--- src/sv/rbvf_pkg.sv ---
// Shared types and constants of the border voxel filter.
`timescale 1ns / 1ps

package rbvf_pkg;

  localparam int unsigned LABEL_W   = 4;
  localparam int unsigned POS_W     = 6;
  localparam int unsigned CFG_W     = 7;
  localparam int unsigned CFG_IDX_W = 2;
  localparam int unsigned NB_N      = 6;
  localparam int unsigned STEP_W    = 3;

  localparam logic [CFG_IDX_W-1:0] CFG_DIM_X = 2'd0;
  localparam logic [CFG_IDX_W-1:0] CFG_DIM_Y = 2'd1;
  localparam logic [CFG_IDX_W-1:0] CFG_DIM_Z = 2'd2;

  localparam logic [CFG_W-1:0] DIM_RESET = 7'd64;

  localparam logic FUNC_WRITE = 1'b0;
  localparam logic FUNC_QUERY = 1'b1;

  localparam logic [LABEL_W-1:0] LABEL_NONE   = 4'd0;
  localparam logic [LABEL_W-1:0] LABEL_CSF    = 4'd1;
  localparam logic [LABEL_W-1:0] LABEL_WM     = 4'd2;
  localparam logic [LABEL_W-1:0] LABEL_RIBBON = 4'd3;

  // Neighbor slots, in the order the back end reads them after the center.
  localparam int unsigned NB_XM = 0;
  localparam int unsigned NB_XP = 1;
  localparam int unsigned NB_YM = 2;
  localparam int unsigned NB_YP = 3;
  localparam int unsigned NB_ZM = 4;
  localparam int unsigned NB_ZP = 5;

  localparam logic [STEP_W-1:0] STEP_CENTER = 3'd0;
  localparam logic [STEP_W-1:0] STEP_LAST   = 3'd6;

  typedef struct packed {
    logic               func;
    logic [POS_W-1:0]   pos_x;
    logic [POS_W-1:0]   pos_y;
    logic [POS_W-1:0]   pos_z;
    logic [LABEL_W-1:0] label_in;
  } in_req_t;

  typedef struct packed {
    logic [LABEL_W-1:0] label_out;
    logic               removed;
  } out_rsp_t;

  typedef struct packed {
    logic               func;
    logic               in_bounds;
    logic [NB_N-1:0]    nb_ok;
    logic [POS_W-1:0]   pos_x;
    logic [LABEL_W-1:0] label;
  } cmd_t;

endpackage

--- src/sv/rbvf_front.sv ---
// Front end: clips the dimensions, classifies a request and forms its row index.
`timescale 1ns / 1ps

module rbvf_front #(
  parameter int unsigned MaxDimX = 64,
  parameter int unsigned MaxDimY = 64,
  parameter int unsigned MaxDimZ = 64,
  parameter int unsigned ZyW     = 12
) (
  input  logic [rbvf_pkg::CFG_W-1:0] dim_x_i,
  input  logic [rbvf_pkg::CFG_W-1:0] dim_y_i,
  input  logic [rbvf_pkg::CFG_W-1:0] dim_z_i,
  input  rbvf_pkg::in_req_t          req_i,
  output rbvf_pkg::cmd_t             cmd_o,
  output logic [ZyW-1:0]             zy_o
);
  import rbvf_pkg::*;

  function automatic logic [CFG_W-1:0] eff_dim(logic [CFG_W-1:0] v, int unsigned maxv);
    logic [CFG_W-1:0] r;
    r = v;
    if (v == '0) begin
      r = CFG_W'(1);
    end else if (32'(v) > maxv) begin
      r = CFG_W'(maxv);
    end
    return r;
  endfunction

  logic [CFG_W-1:0] nx, ny, nz;
  logic [CFG_W-1:0] px, py, pz;

  always_comb begin
    nx = eff_dim(dim_x_i, MaxDimX);
    ny = eff_dim(dim_y_i, MaxDimY);
    nz = eff_dim(dim_z_i, MaxDimZ);
    px = CFG_W'(req_i.pos_x);
    py = CFG_W'(req_i.pos_y);
    pz = CFG_W'(req_i.pos_z);

    cmd_o.func         = req_i.func;
    cmd_o.in_bounds    = (px < nx) && (py < ny) && (pz < nz);
    cmd_o.nb_ok[NB_XM] = (px != '0);
    cmd_o.nb_ok[NB_XP] = ((px + CFG_W'(1)) < nx);
    cmd_o.nb_ok[NB_YM] = (py != '0);
    cmd_o.nb_ok[NB_YP] = ((py + CFG_W'(1)) < ny);
    cmd_o.nb_ok[NB_ZM] = (pz != '0);
    cmd_o.nb_ok[NB_ZP] = ((pz + CFG_W'(1)) < nz);
    cmd_o.pos_x        = req_i.pos_x;
    cmd_o.label        = req_i.label_in;

    zy_o = ZyW'(req_i.pos_z) * ZyW'(MaxDimY) + ZyW'(req_i.pos_y);
  end

endmodule

--- config.mk ---
export PLATFORM = sky130hd
export DESIGN_NAME = rbvf_front
export DESIGN_NICKNAME = d
export VERILOG_FILES = /design/src/sv/rbvf_pkg.sv /design/src/sv/rbvf_front.sv
export SDC_FILE = /design/constraint.sdc
export NUM_CORES = 1
export LEC_CHECK = 0
export BUFFER_PORTS_ARGS = -buffer_cell sky130_fd_sc_hd__buf_2
export CAP_MARGIN = 0
export CORE_MARGIN = 8
export CORE_UTILIZATION = 45
export DETAILED_ROUTE_END_ITERATION = 10
export GPL_ROUTABILITY_DRIVEN = 0
export PLACE_DENSITY = 0.81
export SETUP_SLACK_MARGIN = 0.4
export SYNTH_ARGS = -nofsm -noshare
export SYNTH_HDL_FRONTEND = slang
export SYNTH_SLANG_ARGS = --single-unit
--- constraint.sdc ---
create_clock -name vclk -period 2.28
set_input_delay 0.456 -clock vclk [all_inputs]
set_output_delay 0.456 -clock vclk [all_outputs]
set_load 0.005 [all_outputs]
==> results.json <==
{
  "route.met2.wl_um": 3210,
  "top_layer_used": "met4",
  "endpoint_kind": "primary output",
  "dpl-instance-area_sq_um": 2000,
  "fp.dieW_um": 70.9,
  "pwr_density_cell_nw_per_um2": 209,
  "violations": "setup timing",
  "critPathArrivalTime_ns": 2.04,
  "place_ws_ns": -0.234,
  "syn2layout_area_growth_pct": 79.0,
  "yosysWarningCount": 0,
  "p_leak_nw": 1.15,
  "cp.required_ns": 1.82,
  "synth_nets": 265,
  "worstHoldStart": "req_i[1]",
  "num_vias": 1767,
  "grt_max_degree": 8,
  "holdWs_ns": 0.912,
  "syn_inst": 182,
  "hold_viol_final": 0,
  "port_buffers": 64,
  "critPathMaxFanout": 7,
  "avgRoutedWirePerCell_um": 19.0,
  "cpMostUsedCell": "buf_4",
  "intPower_mw": 0.266,
  "power_frac_comb_pct": 100.0,
  "p_sw_mw": 0.242,
  "maxSlewViolCount": 0,
  "fp.dieArea_sq_um": 5030,
  "tightest_slew_ns": 0.464,
  "yosys-top-cells-area": "ha_1 36%, buf_4 13%, nand2_1 6.4%",
  "cap_violations": 0,
  "ios": 74,
  "hold_class": "input port to primary output",
  "grtUsageTotal_pct": 18.6,
  "maxSlewHeadroom_pct": 68.8,
  "antenna_found_initial": 0,
  "setup_viol": 4,
  "start_kind": "input port",
  "routed_wl_um": 5870,
  "drt-vias-per-instance": 5.72,
  "fin_area_sq_um": 2430,
  "synth_area_leader_cell": "ha_1",
  "synth_cell_type_count": 32,
  "period_minus_slack_ns": 2.50,
  "hold_depth": 0,
  "drc_errors": 0,
  "dr_wl_met3_um": 286,
  "criticalPathCategory": "input port to primary output",
  "seq_area_sq_um": 0,
  "fin_cells": 309,
  "path_cells": "buf_4 > inv_8 > nand2_4 > ha_4 > nand3b_1 > buf_4 > buf_4 > nor2_1 > o311a_1 > nor4_2 > buf_2",
  "p_seq_share_pct": 0,
  "yosysMostFrequentCell": "ha_1",
  "die_h_um": 70.9,
  "hpwl_um": 3760,
  "drive_above_1_share_pct": 61.6,
  "core_area_sq_um": 2950,
  "globalRoute.totalOverflow": 0,
  "grt_setup_unrepaired": "yes",
  "min_to": "cmd_o[1]",
  "synth_area_sq_um": 1360,
  "synth_top_area_share_pct": 36.0,
  "p_sw_share_pct": 47.6,
  "grt_pass1_vias": 1811,
  "wl_met1_um": 2210,
  "finalSetupTns_ns": -0.408,
  "max_stage_delay_ns": 0.27,
  "finalCritPeriodShare_pct": 109,
  "drt_iter0_drc": 119,
  "timing.fmax_mhz": 401,
  "drt_pass1_iterations": 4,
  "synth_common_cells": "39 x ha_1, 23 x buf_4, 23 x nand2_1, 13 x nor2_1",
  "drtAntennaViolNets": 0,
  "slowest_stage": "ha_4",
  "nFillCells": 173,
  "syn_avg_cell_area_sq_um": 7.45,
  "layout_setup_ws_ns": -0.216,
  "fp-row-count": 20,
  "place_inst": 302,
  "seq_cells": 0,
  "clkPwrFrac_pct": 0,
  "run_status": "finished with violations",
  "synth.yosys.seq_area_share_pct": 0,
  "num_antenna_cells": 0,
  "start_util_pct": 45.9,
  "grt_pass1_wl_um": 8060,
  "irDropWorstVdd_uv": 133,
  "nClkBuffers": 0,
  "fin_nets": 361
}
==> cells by family after synthesis <==
| family | count (synthesis) | share of synthesized area (%) |
|---|---|---|
| buffers and inverters | 33 | 15.5 |
| XOR/XNOR | 12 | 7.75 |
| adder cells (fa/ha/maj) | 39 | 36.0 |
| AND/OR/NAND/NOR | 69 | 24.8 |
| AO/OA/AOI/OAI | 29 | 16.0 |
==> worst max path at each step <==
| stage | start | to | slack (ns) | cells past startpoint |
|---|---|---|---|---|
| global route | dim_y_i[6] | cmd_o[16] | -0.27 | 11 |
| CTS | dim_x_i[6] | cmd_o[16] | -0.17 | 11 |
| floorplan | req_i[5] | cmd_o[15] | 0.19 | 6 |
| finish | dim_y_i[6] | cmd_o[16] | -0.22 | 11 |
| detailed placement | req_i[5] | cmd_o[15] | -0.23 | 8 |
| global placement | dim_x_i[6] | cmd_o[16] | -0.21 | 10 |
==> layout by cell type (no fill, tap or decap), drive strengths merged, types with 2 or more instances in the layout <==
cell type    n
nor4         5
inv         10
a21o         6
and3         4
o211ai       2
ha          39
nand2       23
xnor2        9
nand3        9
a21oi        5
o31ai        2
nor3         4
xor2         3
o21ai        2
clkbuf       2
buf        115
a211oi       3
o21a         2
nand4        6
nand3b       3
nor2        13
==> routing by layer <==
layer | GRT usage (%) | vias up
met5 | 0 | -
met4 | 3.70 | 0
met3 | 2.12 | 14
met2 | 36.6 | 63
met1 | 20.5 | 845
li1 | - | 845
==> per-stage QoR <==
stage          total power, mW  util [%]
3_5_place_dp             0.380      67.8
4_1_cts                  0.431      75.8
2_1_floorplan            0.210         -
5_1_grt                  0.548      82.2
3_3_place_gp             0.366      67.8
6_report                 0.507      82.2
==> power by group through the flow <==
stage	logic, mW	registers [mW]	clock network [mW]
after floorplan	0.210	0	0
after global placement	0.366	0	0
after detailed placement	0.380	0	0
after CTS	0.431	0	0
after global routing	0.548	0	0
final	0.507	0	0
==> critical path, delay by kind of cell <==
kind	cells	cell delay, ns
compound gates	1	0.24
fa+ha+maj	1	0.27
buf+inv	5	0.65
simple gates	4	0.43
==> final cells by class <==
| type | instances | area, sq um | share of cell area, % |
|---|---|---|---|
| Inverter | 10 | 72.6 | 2.99 |
| Tap cell | 33 | 41.3 | 1.70 |
| Multi-Input combinational cell | 149 | 1510 | 62.1 |
| Timing Repair Buffer | 117 | 807 | 33.2 |
==> what timing repair did <==
item	CTS	global route
setup buffers	5	2
resized for setup	46	33
hold buffers	0	0
endpoints found under the setup margin	4	4
endpoints found under the hold margin	0	0
pin swaps	19	13
(Power assumes the default switching activity.)
