<file path="config.mk">
export PLATFORM = sky130hd
export DESIGN_NAME = rbvf_queue
export DESIGN_NICKNAME = d
export VERILOG_FILES = /design/src/sv/rbvf_pkg.sv /design/src/sv/rbvf_queue.sv
export SDC_FILE = /design/constraint.sdc
export NUM_CORES = 1
export LEC_CHECK = 0
export ABC_AREA = 1
export BUFFER_PORTS_ARGS = -buffer_cell sky130_fd_sc_hd__buf_2
export CAP_MARGIN = 5
export CORE_UTILIZATION = 45
export DETAILED_ROUTE_END_ITERATION = 6
export GPL_ROUTABILITY_DRIVEN = 0
export PLACE_DENSITY_LB_ADDON = 0.08
export SYNTH_ARGS = -nofsm -noshare
export SYNTH_HDL_FRONTEND = slang
export SYNTH_SLANG_ARGS = --single-unit
</file>
<file path="constraint.sdc">
create_clock -name clk_i -period 3.3 [get_ports clk_i]
set_input_delay 0.33 -clock clk_i [delete_from_list [all_inputs] [get_ports clk_i]]
set_output_delay 0.33 -clock clk_i [all_outputs]
set_load 0.005 [all_outputs]
</file>
<file path="src/sv/rbvf_pkg.sv">
// Shared types and constants of the border voxel filter.
`timescale 1ns / 1ps

package rbvf_pkg;

  localparam int unsigned LABEL_W   = 4;
  localparam int unsigned POS_W     = 6;
  localparam int unsigned CFG_W     = 7;
  localparam int unsigned CFG_IDX_W = 2;
  localparam int unsigned NB_N      = 6;
  localparam int unsigned STEP_W    = 3;

  localparam logic [CFG_IDX_W-1:0] CFG_DIM_X = 2'd0;
  localparam logic [CFG_IDX_W-1:0] CFG_DIM_Y = 2'd1;
  localparam logic [CFG_IDX_W-1:0] CFG_DIM_Z = 2'd2;

  localparam logic [CFG_W-1:0] DIM_RESET = 7'd64;

  localparam logic FUNC_WRITE = 1'b0;
  localparam logic FUNC_QUERY = 1'b1;

  localparam logic [LABEL_W-1:0] LABEL_NONE   = 4'd0;
  localparam logic [LABEL_W-1:0] LABEL_CSF    = 4'd1;
  localparam logic [LABEL_W-1:0] LABEL_WM     = 4'd2;
  localparam logic [LABEL_W-1:0] LABEL_RIBBON = 4'd3;

  // Neighbor slots, in the order the back end reads them after the center.
  localparam int unsigned NB_XM = 0;
  localparam int unsigned NB_XP = 1;
  localparam int unsigned NB_YM = 2;
  localparam int unsigned NB_YP = 3;
  localparam int unsigned NB_ZM = 4;
  localparam int unsigned NB_ZP = 5;

  localparam logic [STEP_W-1:0] STEP_CENTER = 3'd0;
  localparam logic [STEP_W-1:0] STEP_LAST   = 3'd6;

  typedef struct packed {
    logic               func;
    logic [POS_W-1:0]   pos_x;
    logic [POS_W-1:0]   pos_y;
    logic [POS_W-1:0]   pos_z;
    logic [LABEL_W-1:0] label_in;
  } in_req_t;

  typedef struct packed {
    logic [LABEL_W-1:0] label_out;
    logic               removed;
  } out_rsp_t;

  typedef struct packed {
    logic               func;
    logic               in_bounds;
    logic [NB_N-1:0]    nb_ok;
    logic [POS_W-1:0]   pos_x;
    logic [LABEL_W-1:0] label;
  } cmd_t;

endpackage

</file>
<file path="src/sv/rbvf_queue.sv">
// Two-entry queue of classified requests between the front and back ends.
`timescale 1ns / 1ps

module rbvf_queue #(
  parameter int unsigned ZyW = 12
) (
  input  logic                 clk_i,
  input  logic                 rst_ni,
  input  logic                 push_i,
  input  rbvf_pkg::cmd_t       cmd_i,
  input  logic [ZyW-1:0]       zy_i,
  input  logic                 pop_i,
  output rbvf_pkg::cmd_t       cmd_o,
  output logic [ZyW-1:0]       zy_o,
  output logic                 full_o,
  output logic                 empty_o
);
  import rbvf_pkg::*;

  cmd_t           cmd_mem_q [2];
  logic [ZyW-1:0] zy_mem_q  [2];
  logic           wr_ptr_q, wr_ptr_d;
  logic           rd_ptr_q, rd_ptr_d;
  logic [1:0]     cnt_q, cnt_d;

  always_comb begin
    full_o   = (cnt_q == 2'd2);
    empty_o  = (cnt_q == 2'd0);
    cmd_o    = cmd_mem_q[rd_ptr_q];
    zy_o     = zy_mem_q[rd_ptr_q];
    wr_ptr_d = wr_ptr_q ^ push_i;
    rd_ptr_d = rd_ptr_q ^ pop_i;
    cnt_d    = cnt_q;
    if (push_i && !pop_i) begin
      cnt_d = cnt_q + 2'd1;
    end else if (pop_i && !push_i) begin
      cnt_d = cnt_q - 2'd1;
    end
  end

  always_ff @(posedge clk_i or negedge rst_ni) begin
    if (!rst_ni) begin
      wr_ptr_q <= 1'b0;
      rd_ptr_q <= 1'b0;
      cnt_q    <= 2'd0;
    end else begin
      wr_ptr_q <= wr_ptr_d;
      rd_ptr_q <= rd_ptr_d;
      cnt_q    <= cnt_d;
    end
  end

  always_ff @(posedge clk_i) begin
    if (push_i) begin
      cmd_mem_q[wr_ptr_q] <= cmd_i;
      zy_mem_q[wr_ptr_q]  <= zy_i;
    end
  end

endmodule

</file>
==> results of run 1 <==
flip-flops by register name, indices dropped and copies added, names as in the netlist:
name	cells
zy_mem_q	24
wr_ptr_q	1
cmd_mem_q	36
rd_ptr_q	1
cnt_q	2
report_power, final:
group          leakage [nW]  switching (mW)  internal (mW)  total, mW
Combinational         0.477           0.277          0.328      0.605
Sequential            0.610          0.0815           1.08       1.16
Clock                 0.116           0.278          0.499      0.777
logic make-up after synthesis:
kind of cell | after synthesis | share of synthesized area (%)
DFF | 64 | 79.6
muxes | 30 | 14.1
buffers and inverters | 10 | 2.51
and+or+nand+nor | 8 | 1.41
adders and majority gates | 3 | 1.57
xor gates and xnor gates | 2 | 0.734
what timing repair did:
item	4_1_cts	5_1_grt
hold buffers	1	0
setup endpoints to repair	0	0
hold endpoints to repair	4	0
worst max path at each step:
stage / endpoint / slack (ps) / cells after the start
after CTS: zy_o[7] / 960 / 3
final: zy_o[7] / 1030 / 3
after global placement: cmd_o[12] / 1380 / 3
after detailed placement: zy_o[7] / 1340 / 3
after floorplan: cmd_mem_q[0][0] / 1720 / 2
after global routing: zy_o[7] / 880 / 3
critical path: stages, from the launching register on:
cell and delay [ps]:
sky130_fd_sc_hd__dfrtp_1 760, sky130_fd_sc_hd__buf_4 360, sky130_fd_sc_hd__mux2_2 370, sky130_fd_sc_hd__buf_2 130
cells in the final DEF (no fill, tap or decap), drive strengths merged, types with 3 or more instances in the layout:
cell and n:
inv 7, dfrtp 4, clkbuf 10, nand2 4, bufinv 3, ha 3, edfxtp 60, mux2 30
buf 68
metal layers:
layer	global-route usage, %	vias up	wire length [µm]	share of wire (%)
li1	-	597	-	-
met1	16.0	580	1580	41
met2	23.9	40	1980	52
met3	4.82	6	218	5.7
met4	9.43	0	45	1.2
met5	0	-	0	0
layout make-up:
type / count / area, µm²
Fill cell: 417 / 2070
Clock buffer: 10 / 128
Tap cell: 70 / 87.6
Inverter: 7 / 26.3
Timing Repair Buffer: 69 / 358
Clock inverter: 6 / 108
Multi-Input combinational cell: 43 / 427
Sequential cell: 64 / 1900
per-stage QoR:
| step | power, mW | setup WS [ps] | utilization, % | cells |
|---|---|---|---|---|
| global placement | 1.77 | 1380 | 54.6 | 252 |
| global route | 2.68 | 877 | 59.4 | 269 |
| finish | 2.55 | 1030 | 59.4 | 269 |
| detailed placement | 1.79 | 1340 | 54.6 | 252 |
| CTS | 2.58 | 955 | 59.4 | 269 |
| floorplan | 1.56 | 1720 | - | 117 |
==> run summary, run 1 <==
The run finished with clean final reports. For this run the aggregate overflow at the end of global routing stands at 0. The top cell type by area accounts for 75.4% of the synthesized area.

Counting flops with a built-in enable in the synthesized netlist gives 60. Final hold analysis gives a worst-case slack of 191 ps. Buffer depth of the longest clock path: 2. For hold timing, the worst endpoint is cmd_mem_q[1][13]. The first global-routing pass estimated 5.55 mm of wire. For this design, the sink count on the clock tree is 64.

The standard cell area after detailed placement was 2790 µm². The startpoint identified for the worst hold timing path is cmd_i[13]. The first detailed-routing pass took 2 iterations. The tools report the critical path startpoint category as a register. The number of setup buffers added after CTS is 0. The worst hold-check path type was primary input to register. Summing over every cut layer, the via total after detailed routing is 1223.

For this run, asynchronously set or reset flops after synthesis account for 6.25%. Counting every net in the synthesized netlist gives 154. The maximum vdd ir drop is 0.468 mV.

In this run the register-to-register setup slack is 1560 ps. The Yosys step of the flow raised 0 warnings. The worst register-to-register path has a depth of 3. The total area inside the core boundary comes to 5110 µm². For this design the top-level I/O count stands at 66. The dominant cell by count in the synthesized netlist was sky130_fd_sc_hd__edfxtp_1.

The die is 74.9 µm wide. Of the available clock period, the critical path in the final layout requires 68.9%. Once the floorplan was initialized, standard cells occupied 46.8% of the core. The die covers 5600 µm². The number of buffer cells added on primary ports works out to 65.

By count the netlist is led by sky130_fd_sc_hd__edfxtp_1 (60), sky130_fd_sc_hd__mux2_2 (30), sky130_fd_sc_hd__inv_1 (7). For the final-report hold violation count, the log shows 0. The run gives 2390 µm² as the netlist area before placement. For this run, the top clock speed supported by timing is 440 MHz. Capturing point of the worst reg2reg path: cmd_mem_q[0][5]. In this run, the number of DRC markers left after iteration 0 of detailed routing was 44. In the final design database the tool counted 231 nets. Setup violations remaining at the end of the flow were counted as 0. The pin slew with the least headroom to its limit came out at 715 ps.

Number of global-route vias before repair: 1249. Dividing the detail-routed wire length by the instance count gives 14.2 µm. Sequential elements use 79.6% of the synthesized area.

0 antenna diodes ended up in the layout. After clock tree synthesis, the repair step resized 0 gates. The number of antenna violations at the first check in global routing was 0; the number of H-tree levels was 3.

Once layout is done, the placed cells without fillers occupy 3040 µm². TritonCTS created 9 clock buffers. Startpoint of the worst-slack reg-to-reg timing path: wr_ptr_q. The tool flagged a number of max-cap violations equal to 0. After routing, the total negative slack on setup checks comes to 0 ps. The start point of the critical path was rd_ptr_q. The signal arrival time at the worst endpoint is 1940 ps, and the area added between synthesis and finish is 27.1%. From bottom edge to top edge, the die measures 74.9 µm. sky130_fd_sc_hd__edfxtp_1 takes more of the synthesized area than any other cell. The register clock-pin slew on the reported worst setup and hold paths was 70 ps. Setup repair after global routing left no endpoint under its margin. Ranked by total cell area, the synthesized netlist is headed by sky130_fd_sc_hd__edfxtp_1 (75%), sky130_fd_sc_hd__mux2_2 (14%), sky130_fd_sc_hd__dfrtp_1 (4.2%). Instance count of the mapped netlist: 117. Once detailed placement completed, the half-perimeter wirelength came to 2.56 mm.

The time the worst path needs with I/O delays and setup is 2270 ps, and the via density per instance is 4.55. The average instance in the mapped netlist occupies 20.4 µm². The number of different library cells in the post-synthesis netlist is 12. TritonCTS built the clock tree.

The path type of the worst setup path was register to output port. The tools report the root buffer selected by CTS as sky130_fd_sc_hd__clkbuf_8. After synthesis the netlist holds a flip-flop and latch count of 64. The worst setup path is captured at an output port. Global routing used 14.5% of the available tracks. The leakage power was 1.20 nW; the antenna violation net count after detailed routing was 0.

STA puts the critical path data required time at 2970 ps. The tools report the number of cell rows as 26. Of the cells placed in the final design, the portion with a size suffix greater than 1 is 56.8%.

Clock latency on the worst-skew pair, taken at its later pin, is 320 ps. The residual DRC count is 0, and the worst clock skew on the final layout is 3.39 ps. Entering global routing, the biggest net connects 17 pins. The number of pins with negative max-slew slack in the final report was 0; the post-detailed-routing wire length was 3.82 mm. Headroom to the max-slew limit came out at 52.3%. Dividing total power by cell area gives a power density of 839 nW/µm². The largest fanout of any net on the critical path is 16. The worst hold path cell count works out to 1. For this run, the leading register cell type out of synthesis is sky130_fd_sc_hd__edfxtp_1.
No activity file was read; power rests on OpenSTA's default activity.
==> inputs of run 2 (changes only) <==
clock period = 2.4 ns   (was 3.3 ns; I/O delays follow)
==> run summary, run 2 (synthesis gave the netlist of run 1 again) <==
Once detail routing completed, the nets flagged for antenna violations numbered 0. Leaving out fill and tap cells, the most frequent cells in the layout are sky130_fd_sc_hd__buf_2 (65), sky130_fd_sc_hd__edfxtp_1 (60), sky130_fd_sc_hd__mux2_2 (30). In this run the static leakage power is 1.19 nW. The register clock-pin slew on the reported worst setup and hold paths was 70 ps. The number of flip-flops under the largest register name was 36. Max-cap violations in this run came to 0. In this run the worst setup path terminates at cmd_o[12]. The path type of the worst setup path was register to output port. For this design, the slowest cell found on the critical path is sky130_fd_sc_hd__dfrtp_1.

Share of total power in the clock network: 25.5%. Setup violations remaining at the end of the flow were counted as 0. The root buffer selected by CTS was sky130_fd_sc_hd__clkbuf_8.

The run finished with clean final reports. Summed over all nets, the switching power comes to 0.859 mW. The number of antenna diodes in the final layout is 0.

Post-route fraction of the period consumed by the critical path: 82.0%. Worst hold-check path type: primary input to register. Global routing used 15.2% of the available tracks across all layers. On the worst path, the slowest cell contributes a delay of 630 ps. In this run, the number of DRC markers left after iteration 0 of detailed routing was 61.

Via density per instance: 4.72. Cell family with the largest share of critical-path delay: flip-flops. The x dimension of the die is 74.9 µm. The initial utilization of the core area, before any placement, comes to 46.8%. Static timing analysis puts the maximum clock frequency at 508 MHz.

The logs give 0 for the overflow left after global routing and 26 for the number of cell rows. The wire-length estimate of the detail-placed layout is 2.59 mm. The number of buffers added by the clock tree synthesis step came out at 9.

The core region is 5110 µm². The final routed wire length divided by cell count came out at 13.8 µm. The worst pin sits at a relative slew slack of 66.6%. The tools report the overall die area as 5600 µm². Number of logic stages on the critical path including buffering: 3. The proportion of power drawn by flip-flops and latches was 48.2%; the number of buffer cells added on primary ports was 65. The setup check on the worst reg-to-reg path leaves a slack of 920 ps. Worst clock skew on the final layout: 6.51 ps.

The longest clock path from root to sink contains 2 buffers. The chip height is 74.9 µm, and the final-report hold violation count is 0. The number of cells on the worst reg-to-reg path is 2. Across all layers, the routed design uses 1274 vias. The routed design has 3.72 mm of wire.

The number of H-tree levels came out at 3. Across the VDD grid, the largest voltage drop is 0.561 mV. TritonCTS built the clock tree.

The number of global-route vias before repair was 1252. For the final routed database, the setup TNS stands at 0 ps. Net switching is 26.1% of the power. For this run, the detailed router's first-pass iteration total came to 4.

The routed design could run at a clock period as short as 1970 ps. The internal power of the cells totals 2.43 mW. In this run the worst path has a maximum fanout of 12. Entering global routing, the biggest net connects 23 pins. Clock tree synthesis found a total of 64 sinks. The library cell used most frequently in the layout, excluding fill and tap cells, is sky130_fd_sc_hd__buf_2. Setup repair after global routing left no endpoint under its margin. For the pin with the worst max-slew slack, the measured transition is 501 ps. The signal on the critical path passes through buf_4 > mux2_2 > buf_2.

The number of pins with negative max-slew slack in the final report was 0; the combinational share of power was 26.3%. For this run, the share of the core covered by cells in the final layout is 58.7%. In this run the critical register-to-register path is launched from wr_ptr_q. At the worst endpoint, the arrival time is 1730 ps.

The worst path required time was 2160 ps; the share of final-layout standard cells stronger than drive strength 1 was 55.5%. The tools report the residual DRC count as 0. The post-cts resize count came out at 0. In this run the critical register-to-register path is captured at zy_mem_q[1][1]. The worst setup path is captured at an output port. The register with the highest flop count was cmd_mem_q. The largest registers in the layout are cmd_mem_q: 36 flops, zy_mem_q: 24 flops, cnt_q: 2 flops. STA classifies the critical path startpoint as a register.

The total power divided by cell area was 1100 nW/µm²; the number of antenna violations at the first check in global routing was 0. The number of buffers and inverters on the critical path is 2, and the I/O pin total is 66. The filler cells instantiated in the layout total 419. The final-stage net count was 232; the first-pass GRT wire length was 5.75 mm.

At the later pin of the worst-skew pair, clock insertion delay measures 330 ps. The critical path starts at rd_ptr_q. The area added between synthesis and finish was 25.6%.

The worst hold path cell count is 1.
[run 2: changes by cell type in the layout (fill, tap and decap cells not counted), sizes merged]
cell	previous run	this run
buf	68	69
clkbuf	10	11
clkinvlp	1	0
bufinv	3	1
clkinv	2	4
[run 2: per-stage QoR]
step                      worst slack [ps]  instance area, µm²  hold slack, ps  power [mW]  cells
after floorplan                        818                2390           -55.6        2.14    117
after global placement                 769                2810            51.0        2.46    253
after detailed placement               751                2810            53.5        2.50    253
after CTS                              379                3000            81.0        3.34    270
after global routing                   311                3000            77.9        3.48    270
final                                  431                3000            92.6        3.29    270
[run 2: how the worst min path moves through the flow]
stage | to | startpoint | slack (ps)
6_report | cmd_mem_q[1][2] | cmd_i[2] | 90
5_1_grt | zy_mem_q[0][9] | zy_i[9] | 80
4_1_cts | cmd_mem_q[1][2] | cmd_i[2] | 80
3_5_place_dp | cnt_q[0] | rst_ni | 50
3_3_place_gp | cnt_q[1] | rst_ni | 50
2_1_floorplan | cnt_q[0] | rst_ni | -60
[run 2: area by class of cell]
class | instances | area, µm² | share of cell area, %
sequential | 64 | 1900 | 63.4
multi-input combinational | 43 | 427 | 14.2
timing repair buffer | 70 | 378 | 12.6
clock buffer | 11 | 131 | 4.38
tap | 70 | 87.6 | 2.92
clock inverter | 5 | 47.5 | 1.59
inverter | 7 | 26.3 | 0.876
[run 2: per-layer routing]
metal,vias to the layer above,track usage [%],wire length (µm)
li1,600,-,-
met2,47,24.1,1900
met5,-,0,0
met4,0,11.3,116
met3,12,5.22,216
met1,615,17.0,1480
[run 2: power by group through the flow]
stage               sequential (mW)  clock (mW)  combinational, mW
detailed placement             1.61           0              0.886
global route                   1.61       0.904              0.966
finish                         1.58       0.839              0.866
CTS                            1.59       0.859              0.893
global placement               1.59           0              0.866
floorplan                      1.57           0              0.571
[run 2: timing repair]
item                      4_1_cts  5_1_grt
setup buffers                   0        0
hold buffers                    1        0
hold endpoints to repair        4        0
